### src/rtl/ccpg_pkg.sv
// Types, constants and the square-root step shared by the circle column point generator.
// Depends on nothing; all RTL files but the assertion header use its scoped names.
`timescale 1ns / 1ps

package ccpg_pkg;

   // Field widths.
   localparam int COORD_W  = 11;
   localparam int POS_W    = 12;
   localparam int RADIUS_W = 10;
   localparam int COLUMN_W = 10;
   localparam int SQ_W     = 20;
   localparam int RES_W    = 21;
   localparam int ROOT_W   = 10;
   localparam int VY_W     = 11;
   localparam int LIMIT_W  = 11;

   // Reciprocal of 1.414 in 0.24 fixed point, and the rounding half.
   localparam int PROD_W      = 34;
   localparam int RECIP_W     = 24;
   localparam int RECIP_SHIFT = 24;
   localparam logic [RECIP_W-1:0] RECIP_MUL  = 24'd11865075;
   localparam logic [PROD_W:0]    RECIP_HALF = 35'd8388608;

   // Square root: ten digit steps, two per pipeline stage.
   localparam int SQRT_STEPS  = 10;
   localparam int SQRT_STAGES = 5;

   // Front pipeline depth: products, setup, root stages, rounding.
   localparam int FRONT_STAGES = SQRT_STAGES + 3;
   localparam int INFLIGHT_W   = 4;

   // Queue between front and back.
   localparam int QUEUE_DEPTH = 16;
   localparam int QUEUE_PTR_W = 4;
   localparam int QUEUE_CNT_W = 5;
   localparam int OCC_W       = 6;

   // One item in flight through the root pipeline.
   typedef struct packed {
      logic signed [COORD_W-1:0] ox;
      logic signed [COORD_W-1:0] oy;
      logic [COLUMN_W-1:0]       vx;
      logic                      in_range;
      logic                      last_col;
      logic [SQ_W-1:0]           rem;
      logic [RES_W-1:0]          res;
   } ccpg_work_type;

   // One classified item waiting in the queue.
   typedef struct packed {
      logic signed [POS_W-1:0] pos_x;
      logic signed [POS_W-1:0] pos_y;
      logic signed [POS_W-1:0] neg_x;
      logic signed [POS_W-1:0] neg_y;
      logic                    in_range;
      logic                    last_col;
   } ccpg_entry_type;

   // Queue status seen by the back end and the top level.
   typedef struct packed {
      logic                   empty;
      logic [QUEUE_CNT_W-1:0] count;
   } ccpg_fifo_status_type;

   // Back end: which result of the head transaction goes out next.
   typedef enum logic {
      PHASE_PLAIN,
      PHASE_SWAP
   } ccpg_phase_type;

   // One digit step of the integer square root.
   function automatic ccpg_work_type sqrt_step(input ccpg_work_type w,
                                               input logic [RES_W-1:0] bit_val);
      logic [RES_W-1:0] trial;
      ccpg_work_type    o;
      o     = w;
      trial = w.res + bit_val;
      if ({1'b0, w.rem} >= trial) begin
         o.rem = w.rem - trial[SQ_W-1:0];
         o.res = (w.res >> 1) + bit_val;
      end else begin
         o.res = w.res >> 1;
      end
      return o;
   endfunction

endpackage

### src/rtl/circle_column_point_generator.sv
// Top level of the circle column point generator: front end, queue and back end.
// Depends on ccpg_pkg, ccpg_front, ccpg_fifo and ccpg_back.
//
// Channel   Direction  Handshake                 Payload
// request   in         start high, busy low      req_center_x/y, req_radius, req_column
// result    out        rsp_strobe, one cycle     rsp_a/b_pos, rsp_a/b_neg, rsp_swapped,
//                                                rsp_in_range, rsp_last, rsp_last_column
//
// A transaction passes through the front pipeline (products, limit setup, five two-digit
// square-root stages, rounding) and then waits in a 16-entry queue.
// The single result port sets the rate: two results per in-range column, one otherwise.
// busy rises when the front pipeline and the queue together hold 16 transactions.
// The receiver cannot stall; every result holds the port for one cycle only.
// Reset is synchronous and empties the pipeline and the queue; there is no clearing pass.
`timescale 1ns / 1ps

module circle_column_point_generator #(
   parameter int MAX_RADIUS = 1023
) (
   input  logic                                clock,
   input  logic                                reset,
   input  logic                                start,
   output logic                                busy,
   input  logic signed [ccpg_pkg::COORD_W-1:0] req_center_x,
   input  logic signed [ccpg_pkg::COORD_W-1:0] req_center_y,
   input  logic [ccpg_pkg::RADIUS_W-1:0]       req_radius,
   input  logic [ccpg_pkg::COLUMN_W-1:0]       req_column,
   output logic                                rsp_strobe,
   output logic signed [ccpg_pkg::POS_W-1:0]   rsp_a_pos,
   output logic signed [ccpg_pkg::POS_W-1:0]   rsp_b_pos,
   output logic signed [ccpg_pkg::POS_W-1:0]   rsp_a_neg,
   output logic signed [ccpg_pkg::POS_W-1:0]   rsp_b_neg,
   output logic                                rsp_swapped,
   output logic                                rsp_in_range,
   output logic                                rsp_last,
   output logic                                rsp_last_column
);

   logic                                   take;
   logic                                   push;
   logic                                   pop;
   ccpg_pkg::ccpg_entry_type               push_data;
   ccpg_pkg::ccpg_entry_type               head_data;
   ccpg_pkg::ccpg_fifo_status_type         status;
   logic [ccpg_pkg::INFLIGHT_W-1:0]        inflight;
   logic [ccpg_pkg::OCC_W-1:0]             occupancy;

   // Credit check: every transaction in the front has a queue slot reserved.
   assign occupancy = ccpg_pkg::OCC_W'(inflight) + ccpg_pkg::OCC_W'(status.count);
   assign busy      = (occupancy >= ccpg_pkg::OCC_W'(ccpg_pkg::QUEUE_DEPTH));
   assign take      = start && !busy;

   ccpg_front #(
      .MAX_RADIUS (MAX_RADIUS)
   ) u_front (
      .clock     (clock),
      .reset     (reset),
      .take      (take),
      .center_x  (req_center_x),
      .center_y  (req_center_y),
      .radius    (req_radius),
      .column    (req_column),
      .push      (push),
      .push_data (push_data),
      .inflight  (inflight)
   );

   ccpg_fifo u_fifo (
      .clock     (clock),
      .reset     (reset),
      .push      (push),
      .push_data (push_data),
      .pop       (pop),
      .head_data (head_data),
      .status    (status)
   );

   ccpg_back u_back (
      .clock           (clock),
      .reset           (reset),
      .head_data       (head_data),
      .status          (status),
      .pop             (pop),
      .rsp_strobe      (rsp_strobe),
      .rsp_a_pos       (rsp_a_pos),
      .rsp_b_pos       (rsp_b_pos),
      .rsp_a_neg       (rsp_a_neg),
      .rsp_b_neg       (rsp_b_neg),
      .rsp_swapped     (rsp_swapped),
      .rsp_in_range    (rsp_in_range),
      .rsp_last        (rsp_last),
      .rsp_last_column (rsp_last_column)
   );

endmodule

### src/rtl/ccpg_fifo.sv
// Short queue of classified transactions between the front and back ends.
// Depends on ccpg_pkg for the entry and status types.
`timescale 1ns / 1ps

module ccpg_fifo (
   input  logic                           clock,
   input  logic                           reset,
   input  logic                           push,
   input  ccpg_pkg::ccpg_entry_type       push_data,
   input  logic                           pop,
   output ccpg_pkg::ccpg_entry_type       head_data,
   output ccpg_pkg::ccpg_fifo_status_type status
);

   ccpg_pkg::ccpg_entry_type               entry_ff [ccpg_pkg::QUEUE_DEPTH];
   logic [ccpg_pkg::QUEUE_PTR_W-1:0]       wr_ptr_ff;
   logic [ccpg_pkg::QUEUE_PTR_W-1:0]       rd_ptr_ff;
   logic [ccpg_pkg::QUEUE_CNT_W-1:0]       count_ff;
   logic [ccpg_pkg::QUEUE_CNT_W-1:0]       count_in;

   // Storage is written at the tail; it needs no reset.
   always_ff @(posedge clock) begin
      if (push) begin
         entry_ff[wr_ptr_ff] <= push_data;
      end
   end

   // Occupancy follows pushes and pops.
   always_comb begin
      count_in = count_ff;
      if (push && !pop) begin
         count_in = count_ff + 1'b1;
      end else if (pop && !push) begin
         count_in = count_ff - 1'b1;
      end
   end

   // Pointers wrap naturally at the power-of-two depth.
   always_ff @(posedge clock) begin
      if (reset) begin
         wr_ptr_ff <= '0;
         rd_ptr_ff <= '0;
         count_ff  <= '0;
      end else begin
         if (push) begin
            wr_ptr_ff <= wr_ptr_ff + 1'b1;
         end
         if (pop) begin
            rd_ptr_ff <= rd_ptr_ff + 1'b1;
         end
         count_ff <= count_in;
      end
   end

   assign head_data    = entry_ff[rd_ptr_ff];
   assign status.empty = (count_ff == '0);
   assign status.count = count_ff;

endmodule

### src/rtl/ccpg_front.sv
// Front end: takes a transaction, finds the column limit and the rounded column height.
// Depends on ccpg_pkg for widths, the reciprocal constant and the root step.
`timescale 1ns / 1ps

module ccpg_front #(
   parameter int MAX_RADIUS = 1023
) (
   input  logic                                  clock,
   input  logic                                  reset,
   input  logic                                  take,
   input  logic signed [ccpg_pkg::COORD_W-1:0]   center_x,
   input  logic signed [ccpg_pkg::COORD_W-1:0]   center_y,
   input  logic [ccpg_pkg::RADIUS_W-1:0]         radius,
   input  logic [ccpg_pkg::COLUMN_W-1:0]         column,
   output logic                                  push,
   output ccpg_pkg::ccpg_entry_type              push_data,
   output logic [ccpg_pkg::INFLIGHT_W-1:0]       inflight
);

   localparam int RW = ccpg_pkg::RADIUS_W;

   logic [ccpg_pkg::RADIUS_W-1:0]     r_sat;
   logic [ccpg_pkg::SQ_W-1:0]         rsq;
   logic [ccpg_pkg::SQ_W-1:0]         vsq;
   logic [ccpg_pkg::PROD_W-1:0]       prod;

   logic                              p1_valid_ff;
   logic signed [ccpg_pkg::COORD_W-1:0] p1_ox_ff;
   logic signed [ccpg_pkg::COORD_W-1:0] p1_oy_ff;
   logic [ccpg_pkg::COLUMN_W-1:0]     p1_vx_ff;
   logic [ccpg_pkg::SQ_W-1:0]         p1_rsq_ff;
   logic [ccpg_pkg::SQ_W-1:0]         p1_vsq_ff;
   logic [ccpg_pkg::PROD_W-1:0]       p1_prod_ff;

   logic [ccpg_pkg::PROD_W:0]         round_sum;
   logic [ccpg_pkg::LIMIT_W-1:0]      limit;
   logic [ccpg_pkg::LIMIT_W-1:0]      vx_wide;
   ccpg_pkg::ccpg_work_type           setup;
   logic                              p2_valid_ff;
   ccpg_pkg::ccpg_work_type           p2_work_ff;

   logic                              root_valid_ff [ccpg_pkg::SQRT_STAGES];
   ccpg_pkg::ccpg_work_type           root_work_ff  [ccpg_pkg::SQRT_STAGES];
   ccpg_pkg::ccpg_work_type           root_in       [ccpg_pkg::SQRT_STAGES];
   ccpg_pkg::ccpg_work_type           root_out      [ccpg_pkg::SQRT_STAGES];
   logic                              root_in_valid [ccpg_pkg::SQRT_STAGES];

   ccpg_pkg::ccpg_work_type           fin;
   logic [ccpg_pkg::ROOT_W-1:0]       root;
   logic [ccpg_pkg::VY_W-1:0]         vy;
   ccpg_pkg::ccpg_entry_type          entry;
   logic                              p3_valid_ff;
   ccpg_pkg::ccpg_entry_type          p3_entry_ff;

   logic [ccpg_pkg::INFLIGHT_W-1:0]   inflight_ff;
   logic [ccpg_pkg::INFLIGHT_W-1:0]   inflight_in;

   // Radius saturation and the three products, taken straight from the request.
   assign r_sat = (int'(radius) > MAX_RADIUS) ? RW'(MAX_RADIUS) : radius;
   assign rsq   = r_sat * r_sat;
   assign vsq   = column * column;
   assign prod  = r_sat * ccpg_pkg::RECIP_MUL;

   always_ff @(posedge clock) begin
      p1_ox_ff   <= center_x;
      p1_oy_ff   <= center_y;
      p1_vx_ff   <= column;
      p1_rsq_ff  <= rsq;
      p1_vsq_ff  <= vsq;
      p1_prod_ff <= prod;
   end

   // Rounded column limit, range test and the square-root operand.
   always_comb begin
      round_sum      = {1'b0, p1_prod_ff} + ccpg_pkg::RECIP_HALF;
      limit          = round_sum[ccpg_pkg::PROD_W:ccpg_pkg::RECIP_SHIFT] + 1'b1;
      vx_wide        = {1'b0, p1_vx_ff};
      setup.ox       = p1_ox_ff;
      setup.oy       = p1_oy_ff;
      setup.vx       = p1_vx_ff;
      setup.in_range = (vx_wide < limit);
      setup.last_col = ((vx_wide + 1'b1) == limit);
      setup.rem      = (p1_rsq_ff >= p1_vsq_ff) ? (p1_rsq_ff - p1_vsq_ff) : '0;
      setup.res      = '0;
   end

   always_ff @(posedge clock) begin
      p2_work_ff <= setup;
   end

   // Root pipeline: each stage resolves two digits of the floor square root.
   always_comb begin
      for (int j = 0; j < ccpg_pkg::SQRT_STAGES; j++) begin
         if (j == 0) begin
            root_in[j]       = p2_work_ff;
            root_in_valid[j] = p2_valid_ff;
         end else begin
            root_in[j]       = root_work_ff[j-1];
            root_in_valid[j] = root_valid_ff[j-1];
         end
         root_out[j] = ccpg_pkg::sqrt_step(
            ccpg_pkg::sqrt_step(root_in[j],
               ccpg_pkg::RES_W'(1) << (2 * (ccpg_pkg::SQRT_STEPS - 1 - 2 * j))),
            ccpg_pkg::RES_W'(1) << (2 * (ccpg_pkg::SQRT_STEPS - 2 - 2 * j)));
      end
   end

   always_ff @(posedge clock) begin
      for (int j = 0; j < ccpg_pkg::SQRT_STAGES; j++) begin
         root_work_ff[j] <= root_out[j];
      end
   end

   // Round to nearest: the remainder above the root means n > s*s + s.
   always_comb begin
      fin            = root_work_ff[ccpg_pkg::SQRT_STAGES-1];
      root           = fin.res[ccpg_pkg::ROOT_W-1:0];
      vy             = {1'b0, root} +
                       ((fin.rem > {{(ccpg_pkg::SQ_W - ccpg_pkg::ROOT_W){1'b0}}, root}) ?
                        ccpg_pkg::VY_W'(1) : ccpg_pkg::VY_W'(0));
      entry.pos_x    = {fin.ox[ccpg_pkg::COORD_W-1], fin.ox} + {2'b00, fin.vx};
      entry.neg_x    = {fin.ox[ccpg_pkg::COORD_W-1], fin.ox} - {2'b00, fin.vx};
      entry.pos_y    = {fin.oy[ccpg_pkg::COORD_W-1], fin.oy} + {1'b0, vy};
      entry.neg_y    = {fin.oy[ccpg_pkg::COORD_W-1], fin.oy} - {1'b0, vy};
      entry.in_range = fin.in_range;
      entry.last_col = fin.last_col;
   end

   always_ff @(posedge clock) begin
      p3_entry_ff <= entry;
   end

   // Count of transactions inside the front pipeline.
   always_comb begin
      inflight_in = inflight_ff;
      if (take && !p3_valid_ff) begin
         inflight_in = inflight_ff + 1'b1;
      end else if (p3_valid_ff && !take) begin
         inflight_in = inflight_ff - 1'b1;
      end
   end

   // Stage valid bits and the in-flight count.
   always_ff @(posedge clock) begin
      if (reset) begin
         p1_valid_ff <= 1'b0;
         p2_valid_ff <= 1'b0;
         p3_valid_ff <= 1'b0;
         inflight_ff <= '0;
         for (int j = 0; j < ccpg_pkg::SQRT_STAGES; j++) begin
            root_valid_ff[j] <= 1'b0;
         end
      end else begin
         p1_valid_ff <= take;
         p2_valid_ff <= p1_valid_ff;
         for (int j = 0; j < ccpg_pkg::SQRT_STAGES; j++) begin
            root_valid_ff[j] <= root_in_valid[j];
         end
         p3_valid_ff <= root_valid_ff[ccpg_pkg::SQRT_STAGES-1];
         inflight_ff <= inflight_in;
      end
   end

   assign push      = p3_valid_ff;
   assign push_data = p3_entry_ff;
   assign inflight  = inflight_ff;

endmodule

### src/rtl/ccpg_back.sv
// Back end: turns each queued transaction into one or two registered results.
// Depends on ccpg_pkg for the entry, status and phase types.
`timescale 1ns / 1ps

module ccpg_back (
   input  logic                                clock,
   input  logic                                reset,
   input  ccpg_pkg::ccpg_entry_type            head_data,
   input  ccpg_pkg::ccpg_fifo_status_type      status,
   output logic                                pop,
   output logic                                rsp_strobe,
   output logic signed [ccpg_pkg::POS_W-1:0]   rsp_a_pos,
   output logic signed [ccpg_pkg::POS_W-1:0]   rsp_b_pos,
   output logic signed [ccpg_pkg::POS_W-1:0]   rsp_a_neg,
   output logic signed [ccpg_pkg::POS_W-1:0]   rsp_b_neg,
   output logic                                rsp_swapped,
   output logic                                rsp_in_range,
   output logic                                rsp_last,
   output logic                                rsp_last_column
);

   ccpg_pkg::ccpg_phase_type            state_ff;
   ccpg_pkg::ccpg_phase_type            state_in;

   logic                                emit;
   logic signed [ccpg_pkg::POS_W-1:0]   a_pos_in;
   logic signed [ccpg_pkg::POS_W-1:0]   b_pos_in;
   logic signed [ccpg_pkg::POS_W-1:0]   a_neg_in;
   logic signed [ccpg_pkg::POS_W-1:0]   b_neg_in;
   logic                                swapped_in;
   logic                                in_range_in;
   logic                                last_in;
   logic                                last_column_in;

   logic                                strobe_ff;
   logic signed [ccpg_pkg::POS_W-1:0]   a_pos_ff;
   logic signed [ccpg_pkg::POS_W-1:0]   b_pos_ff;
   logic signed [ccpg_pkg::POS_W-1:0]   a_neg_ff;
   logic signed [ccpg_pkg::POS_W-1:0]   b_neg_ff;
   logic                                swapped_ff;
   logic                                in_range_ff;
   logic                                last_ff;
   logic                                last_column_ff;

   // Next phase: an in-range head needs a second, swapped result.
   always_comb begin
      state_in = state_ff;
      case (state_ff)
         ccpg_pkg::PHASE_PLAIN: begin
            if (!status.empty && head_data.in_range) begin
               state_in = ccpg_pkg::PHASE_SWAP;
            end
         end
         ccpg_pkg::PHASE_SWAP: begin
            state_in = ccpg_pkg::PHASE_PLAIN;
         end
         default: begin
            state_in = ccpg_pkg::PHASE_PLAIN;
         end
      endcase
   end

   // Result selection and queue pop for the current phase.
   always_comb begin
      emit           = !status.empty;
      pop            = 1'b0;
      a_pos_in       = '0;
      b_pos_in       = '0;
      a_neg_in       = '0;
      b_neg_in       = '0;
      swapped_in     = 1'b0;
      in_range_in    = 1'b0;
      last_in        = 1'b1;
      last_column_in = 1'b0;
      case (state_ff)
         ccpg_pkg::PHASE_PLAIN: begin
            if (head_data.in_range) begin
               a_pos_in       = head_data.pos_x;
               b_pos_in       = head_data.pos_y;
               a_neg_in       = head_data.neg_x;
               b_neg_in       = head_data.neg_y;
               in_range_in    = 1'b1;
               last_in        = 1'b0;
               last_column_in = head_data.last_col;
            end else begin
               pop = !status.empty;
            end
         end
         ccpg_pkg::PHASE_SWAP: begin
            pop            = 1'b1;
            a_pos_in       = head_data.pos_y;
            b_pos_in       = head_data.pos_x;
            a_neg_in       = head_data.neg_y;
            b_neg_in       = head_data.neg_x;
            swapped_in     = 1'b1;
            in_range_in    = 1'b1;
            last_column_in = head_data.last_col;
         end
         default: begin
            pop = 1'b0;
         end
      endcase
   end

   // Control state and result strobe.
   always_ff @(posedge clock) begin
      if (reset) begin
         state_ff  <= ccpg_pkg::PHASE_PLAIN;
         strobe_ff <= 1'b0;
      end else begin
         state_ff  <= state_in;
         strobe_ff <= emit;
      end
   end

   // Result payload register.
   always_ff @(posedge clock) begin
      a_pos_ff       <= a_pos_in;
      b_pos_ff       <= b_pos_in;
      a_neg_ff       <= a_neg_in;
      b_neg_ff       <= b_neg_in;
      swapped_ff     <= swapped_in;
      in_range_ff    <= in_range_in;
      last_ff        <= last_in;
      last_column_ff <= last_column_in;
   end

   assign rsp_strobe      = strobe_ff;
   assign rsp_a_pos       = a_pos_ff;
   assign rsp_b_pos       = b_pos_ff;
   assign rsp_a_neg       = a_neg_ff;
   assign rsp_b_neg       = b_neg_ff;
   assign rsp_swapped     = swapped_ff;
   assign rsp_in_range    = in_range_ff;
   assign rsp_last        = last_ff;
   assign rsp_last_column = last_column_ff;

endmodule

### config.mk
export PLATFORM = sky130hd
export DESIGN_NAME = circle_column_point_generator
export DESIGN_NICKNAME = d
export VERILOG_FILES = /design/src/rtl/ccpg_pkg.sv /design/src/rtl/circle_column_point_generator.sv /design/src/rtl/ccpg_fifo.sv /design/src/rtl/ccpg_front.sv /design/src/rtl/ccpg_back.sv
export SDC_FILE = /design/constraint.sdc
export NUM_CORES = 2
export LEC_CHECK = 0
export BUFFER_PORTS_ARGS = -buffer_cell sky130_fd_sc_hd__buf_2
export CELL_PAD_IN_SITES_DETAIL_PLACEMENT = 0
export CELL_PAD_IN_SITES_GLOBAL_PLACEMENT = 1
export CORE_MARGIN = 10
export CORE_UTILIZATION = 45
export CTS_CLUSTER_SIZE = 40
export DETAILED_ROUTE_END_ITERATION = 16
export PLACE_DENSITY = 0.73
export SETUP_SLACK_MARGIN = 0.1
export SYNTH_ARGS = -nofsm -noshare
export SYNTH_HDL_FRONTEND = slang
export SYNTH_HIERARCHICAL = 1
export SYNTH_SLANG_ARGS = --single-unit
### constraint.sdc
create_clock -name clock -period 6.55 [get_ports clock]
set_input_delay 1.31 -clock clock [delete_from_list [all_inputs] [get_ports clock]]
set_output_delay 1.31 -clock clock [all_outputs]
set_load 0.05 [all_outputs]
* Yosys cells after proc, flatten, opt, wreduce, memory -nomap -nowiden *
Memories as Yosys holds them, arrays and structs flattened. A register that Yosys moved wholly into a read port is not among the register bits.
Index checks and enable logic that the tools add are counted.
W data, S select, Z words.

word-level totals
  bits in registers = 283
  bits in writable memories = 1,180
  input bits = 45
  output and inout port bits = 54
  logic and storage cells = 174
  memories = 3

operators by class
  $add $sub $neg = 44
  multipliers = 3
  $lt $le $gt $ge = 14
  equality and inequality tests = 1
  mux-type cells = 55
  bitwise gates (word level) = 6
  reduce and logical (&&, ||, !) cells = 14

memories
  name                   words  bits a word  read ports  clocked after memory_dff  write ports  line              text
  u_fifo.entry_ff        16     50           1           1                         1            ccpg_fifo.sv:15   ccpg_pkg::ccpg_entry_type entry_ff [ccpg_pkg::QUEUE_DEPTH];
  u_front.root_work_ff   5      75           5           0                         5            ccpg_front.sv:43  ccpg_pkg::ccpg_work_type root_work_ff [ccpg_pkg::SQRT_STAGES];
  u_front.root_valid_ff  5      1            5           1                         5            ccpg_front.sv:42  logic root_valid_ff [ccpg_pkg::SQRT_STAGES];

operators with widths
  kind                      count
  $mux W20                  10
  $sub A20 B20 Y20          10
  $ge A20 B21 Y1            9
  $mux W21                  9
  $pmux W12 S2              4
  $mux W12                  4
  $mul A10 B10 Y20          2
  $add A34 B24 Y35 const B  1
  $mul A10 B24 Y34 const B  1
  $add A20 B1 Y21 const B   1
  $add A20 B11 Y21 const B  1
  $add A20 B13 Y21 const B  1
  $add A20 B15 Y21 const B  1
  $add A20 B3 Y21 const B   1
  $add A20 B5 Y21 const B   1
  $add A20 B7 Y21 const B   1
  $add A20 B9 Y21 const B   1
  $add A21 B1 Y21 const B   1
  $add A21 B11 Y21 const B  1
  $add A21 B13 Y21 const B  1
  $add A21 B15 Y21 const B  1
  $add A21 B3 Y21 const B   1
  $add A21 B5 Y21 const B   1
  $add A21 B7 Y21 const B   1
  other kinds (33)          72

* Logic depth before layout (Yosys ltp) *
  depth in word-level cells = 8
  gate-level depth with buffers = 26
  mapped depth without buffers = 26

* Hierarchy *
The synthesis kept the hierarchy.

modules (own cells, without submodules)
  module                         times used  cells each  area an instance (µm²)
  ccpg_fifo                      1           1,323       30,704.4
  ccpg_front                     1           2,775       27,497.6
  ccpg_back                      1           124         1,639.1
  circle_column_point_generator  1           8           76.3

* Worst setup path after synthesis *
Ideal clock, no wire load.

  kind = input port to flip-flop
  from = in req_radius[5] (netlist name)
  to = reg u_front/p1_prod_ff[33] (netlist name)
  library setup time = 0.116 ns
  arrival = 6.418 ns
  slack = 0.015 ns
  cell stages on the path = 17
  buffers on the path = 0
  path through = inv_1 > fa_1 > inv_1 > ha_1 > or2_2 > fa_1 > fa_1 > fa_1 > ha_1 > or3_1 > o311ai_1 > nand2_1 > o41a_1 > a41o_1 > or4_1 > a2111o_1 > o211a_1

between the ends
  word-level cells in the longest chain between the ends = 1

ends and longest elaborated chain
  item                        line                                 text
  from (decl)                 circle_column_point_generator.sv:26  input logic [ccpg_pkg::RADIUS_W-1:0] req_radius,
  $mul A10 B24 Y34            ccpg_front.sv:62                     assign prod = r_sat * ccpg_pkg::RECIP_MUL;
  net u_front.prod (one bit)  ccpg_front.sv:25                     logic [ccpg_pkg::PROD_W-1:0] prod;
  to (signal assigned)        ccpg_front.sv:70                     p1_prod_ff <= prod;
  to (decl)                   ccpg_front.sv:33                     logic [ccpg_pkg::PROD_W-1:0] p1_prod_ff;

The timed path passes the listed nets, and every way through them passes these cells.
A chain may end at the register's enable or synchronous reset.

* Worst setup path after layout *
  from = in req_radius[7] (netlist name)
  to = reg u_front/p1_prod_ff[33] (netlist name)

The elaborated chain is that of the path after synthesis.

==> flow_metrics.tcl <==
set metrics [dict create \
    multi_input_area_mm2 0.02255 \
    drive_gt1_share_pct 15.24 \
    crit-reg2reg-launch "u_front/root_work_ff[0][163]$_DFF_P_" \
    min_to "u_front/root_work_ff[0][353]$_DFF_P_" \
    cp_max_fo 14 \
    die_x_um 384.9 \
    fin_cells 6329 \
    netlist_instances 4230 \
    grt_max_degree 153 \
    cp-start-kind "input port" \
    fmax_mhz 163.9 \
    p_leak_nw 26.57 \
    whs_path_depth 0 \
    num_io_pins 99 \
    synth_nets 4818 \
    rows 133 \
    crit_required_ns 7.20 \
    clk_pin_slew_ns 0.05 \
    portBuffers 98 \
    syn_area_mm2 0.05992 \
    cts_sinks 1365 \
    cap_violations 0 \
    cts_tree "built" \
    worst_hold_startpoint "u_front/root_work_ff[0][278]$_DFF_P_" \
    syn_avg_cell_area_um2 14.16 \
    hold_ws_ns 0.3155 \
    design.die.area_mm2 0.1481 \
    worstHoldPathType "reg2reg" \
    grt_overflow_total 0 \
    p_per_area_mw_per_mm2 466.1 \
    nets 5040 \
    coreArea_mm2 0.1318 \
    final_util_pct 51.41 \
    slew_headroom_pct 25.35 \
    ys_types 93 \
    floorplan.initialDensity_pct 45.46 \
    fillers 11140 \
    async_flop_share_pct 0 \
    hpwl_mm 83.77 \
    yosys_warnings 6 \
    period_share_pct 93.15 \
    track_usage_pct 17.55 \
    layout_min_cycle_time_ns 6.101 \
    r2r_setup_slack_ns 0.98 \
    antenna_found_initial 5 \
    numCtsBuffers 141 \
    drcViolationCount 0 \
    rsz0062_at_grt "false" \
    end_kind "register" \
    grt_pass1_vias 34400 \
    dieHeight_um 384.9 \
    cts_root_buffer "clkbuf_16" \
    clk_latency_ns 0.78 \
    r2r_cells 19 \
    maxSlewViolCount 0 \
    ctsResizeCount 0 \
    final_cell_mix "800 x edfxtp_1, 562 x dfxtp_1, 405 x inv_1, 379 x ha_1, 201 x nor2_1" \
    via_count 33410 \
    synth-edff-count 800 \
    drtAntennaViolNets 0 \
    worstPathArrival_ns 6.75 \
    routed_via_density 5.279 \
    cts_max_path_buffers 3 \
    setup_viol 0 \
    htreeDepth 4 \
    gp_congestion 0.8143 \
    setup_tns_ns 0 \
    final_hold_viol_count 0 \
    wl_per_cell_um 20.44 \
    drtIter0Drc 2333 \
    routed_wl_mm 129.4 \
    synth.ff_latch_count 1365 \
    cts_hold_buf 0 \
    firstDrtPassIters 5 \
    postCtsSetupBuffers 0 \
    ir_drop_uv 278.0 \
    status "finished clean" \
    regArea_mm2 0.03534 \
    rr_endpoint "u_front/root_work_ff[0][258]$_DFF_P_" \
    worst_slew_pin_slew_ns 1.120 \
    synthFlopType "edfxtp_1" \
    fin_skew_ns 0.03244 \
    dp_cells 6064 \
    worstSetupPathType "in2reg" \
    grt_pass1_wl_mm 201.1 \
    ys_seq_area_share_pct 58.97 \
    fin_total_pwr_mw 31.58 \
    layout_commonest_cell "edfxtp_1" \
    areaGrowthSynthToFinish_pct 13.08 \
]
## routing by layer
metal	share of wire [%]	GRT usage [%]	wire length [um]	vias up
met5	0.024	0	31	-
met4	2.4	5.453	3165	4
met3	5.8	3.227	7532	196
met2	49	29.77	63860	818
met1	42	22.75	54760	16610
li1	-	-	-	15790
## metrics by stage
stage          setup slack [ns]  area, um2
6_report                 0.4487      67760
4_1_cts                  0.4655      67750
3_3_place_gp            -0.2661      62920
2_1_floorplan            0.1058      59930
5_1_grt                  0.2229      67750
3_5_place_dp            -0.3675      62920
## kinds of logic (layout without fill, tap and decap cells)
logic type	Yosys count	count (layout)	share of synthesized area [%]
AOI/OAI and AO/OA	579	579	6.595
muxes	225	225	7.958
and+or+nand+nor	768	768	6.336
DFF	1365	1365	58.97
other	0	1	0
adders and majority gates	543	543	13.39
xor gates and xnor gates	220	220	3.228
buffers and inverters	530	873	3.519
## critical path, stage by stage
cell and delay (ns):
buf_2 0.10, buf_4 0.23, inv_1 0.11, ha_1 0.32, inv_1 0.07, ha_1 0.27
inv_1 0.05, fa_1 0.47, inv_1 0.06, fa_1 0.57, fa_1 0.43, ha_1 0.32
a21o_1 0.16, a21oi_1 0.14, nor2b_1 0.07, o311ai_1 0.35, nand2_1 0.16, o41a_1 0.41
a41o_1 0.20, or4_4 0.42, a2111o_1 0.37, o211a_1 0.13
## cells in the mapped netlist, types with 6 or more instances
library cell | instances | share of area, %
a211oi_1 | 8 | 0.10
a21boi_0 | 6 | 0.075
a21o_1 | 33 | 0.41
a21oi_1 | 138 | 1.2
a22o_1 | 47 | 0.69
a22oi_1 | 100 | 1.3
a31oi_1 | 14 | 0.15
and2_1 | 59 | 0.62
and3_1 | 21 | 0.22
buf_1 | 14 | 0.088
buf_2 | 20 | 0.17
buf_4 | 13 | 0.16
buf_6 | 6 | 0.11
clkbuf_1 | 68 | 0.43
dfxtp_1 | 565 | 19
edfxtp_1 | 800 | 40
fa_1 | 164 | 5.5
ha_1 | 379 | 7.9
inv_1 | 405 | 2.5
mux2_2 | 7 | 0.13
mux2i_1 | 14 | 0.23
mux4_2 | 200 | 7.5
nand2_1 | 197 | 1.2
nand2b_1 | 23 | 0.24
nand3_1 | 48 | 0.40
nand4_1 | 29 | 0.30
nor2_1 | 202 | 1.3
nor2b_1 | 39 | 0.41
nor3_1 | 44 | 0.37
nor3b_1 | 6 | 0.075
nor4_1 | 27 | 0.28
o211ai_1 | 13 | 0.16
o21a_1 | 39 | 0.49
o21ai_0 | 66 | 0.55
o21ai_1 | 12 | 0.10
o21bai_1 | 26 | 0.33
o31ai_1 | 14 | 0.18
or2_2 | 13 | 0.14
or3_1 | 18 | 0.19
or4_1 | 10 | 0.13
xnor2_1 | 148 | 2.2
xor2_1 | 71 | 1.0
## report_power, final
group          internal (mW)  switching, mW
sequential              10.5          0.941
combinational           5.24           6.81
clock                   4.71           3.37
## how the worst max path moves through the flow
stage / slack [ns] / cells after the start / end / startpoint
floorplan: 0.11 / 17 / u_front/p1_prod_ff[33]$_DFF_P_ / req_radius[7]
global placement: -0.27 / 22 / u_front/p1_prod_ff[33]$_DFF_P_ / req_radius[7]
detailed placement: -0.37 / 22 / u_front/p1_prod_ff[33]$_DFF_P_ / req_radius[7]
CTS: 0.47 / 22 / u_front/p1_prod_ff[33]$_DFF_P_ / req_radius[7]
global route: 0.22 / 22 / u_front/p1_prod_ff[33]$_DFF_P_ / req_radius[7]
finish: 0.45 / 22 / u_front/p1_prod_ff[33]$_DFF_P_ / req_radius[7]
## state kept, by name (all words and copies together), names as in the netlist, 5 cells and up, named ones only
| register | count |
|---|---|
| u_back/rsp_a_neg | 12 |
| u_back/rsp_a_pos | 12 |
| u_back/rsp_b_neg | 12 |
| u_back/rsp_b_pos | 12 |
| u_fifo/count_ff | 5 |
| u_fifo/entry_ff | 800 |
| u_front/p1_ox_ff | 11 |
| u_front/p1_oy_ff | 11 |
| u_front/p1_prod_ff | 12 |
| u_front/p1_rsq_ff | 18 |
| u_front/p1_vsq_ff | 19 |
| u_front/p1_vx_ff | 9 |
| u_front/p2_work_ff | 54 |
| u_front/push_data | 48 |
| u_front/root_valid_ff | 5 |
| u_front/root_work_ff | 300 |
## layout make-up
| class | instances | area share [%] |
|---|---|---|
| Sequential cell | 1365 | 52.16 |
| Tap cell | 1755 | 3.241 |
| Multi-Input combinational cell | 2335 | 33.28 |
| Clock buffer | 199 | 5.965 |
| Inverter | 409 | 2.266 |
| Timing Repair Buffer | 200 | 1.909 |
| Antenna cell | 1 | 0.003693 |
| Clock inverter | 65 | 1.171 |
Power figures use the tool's default switching activity.
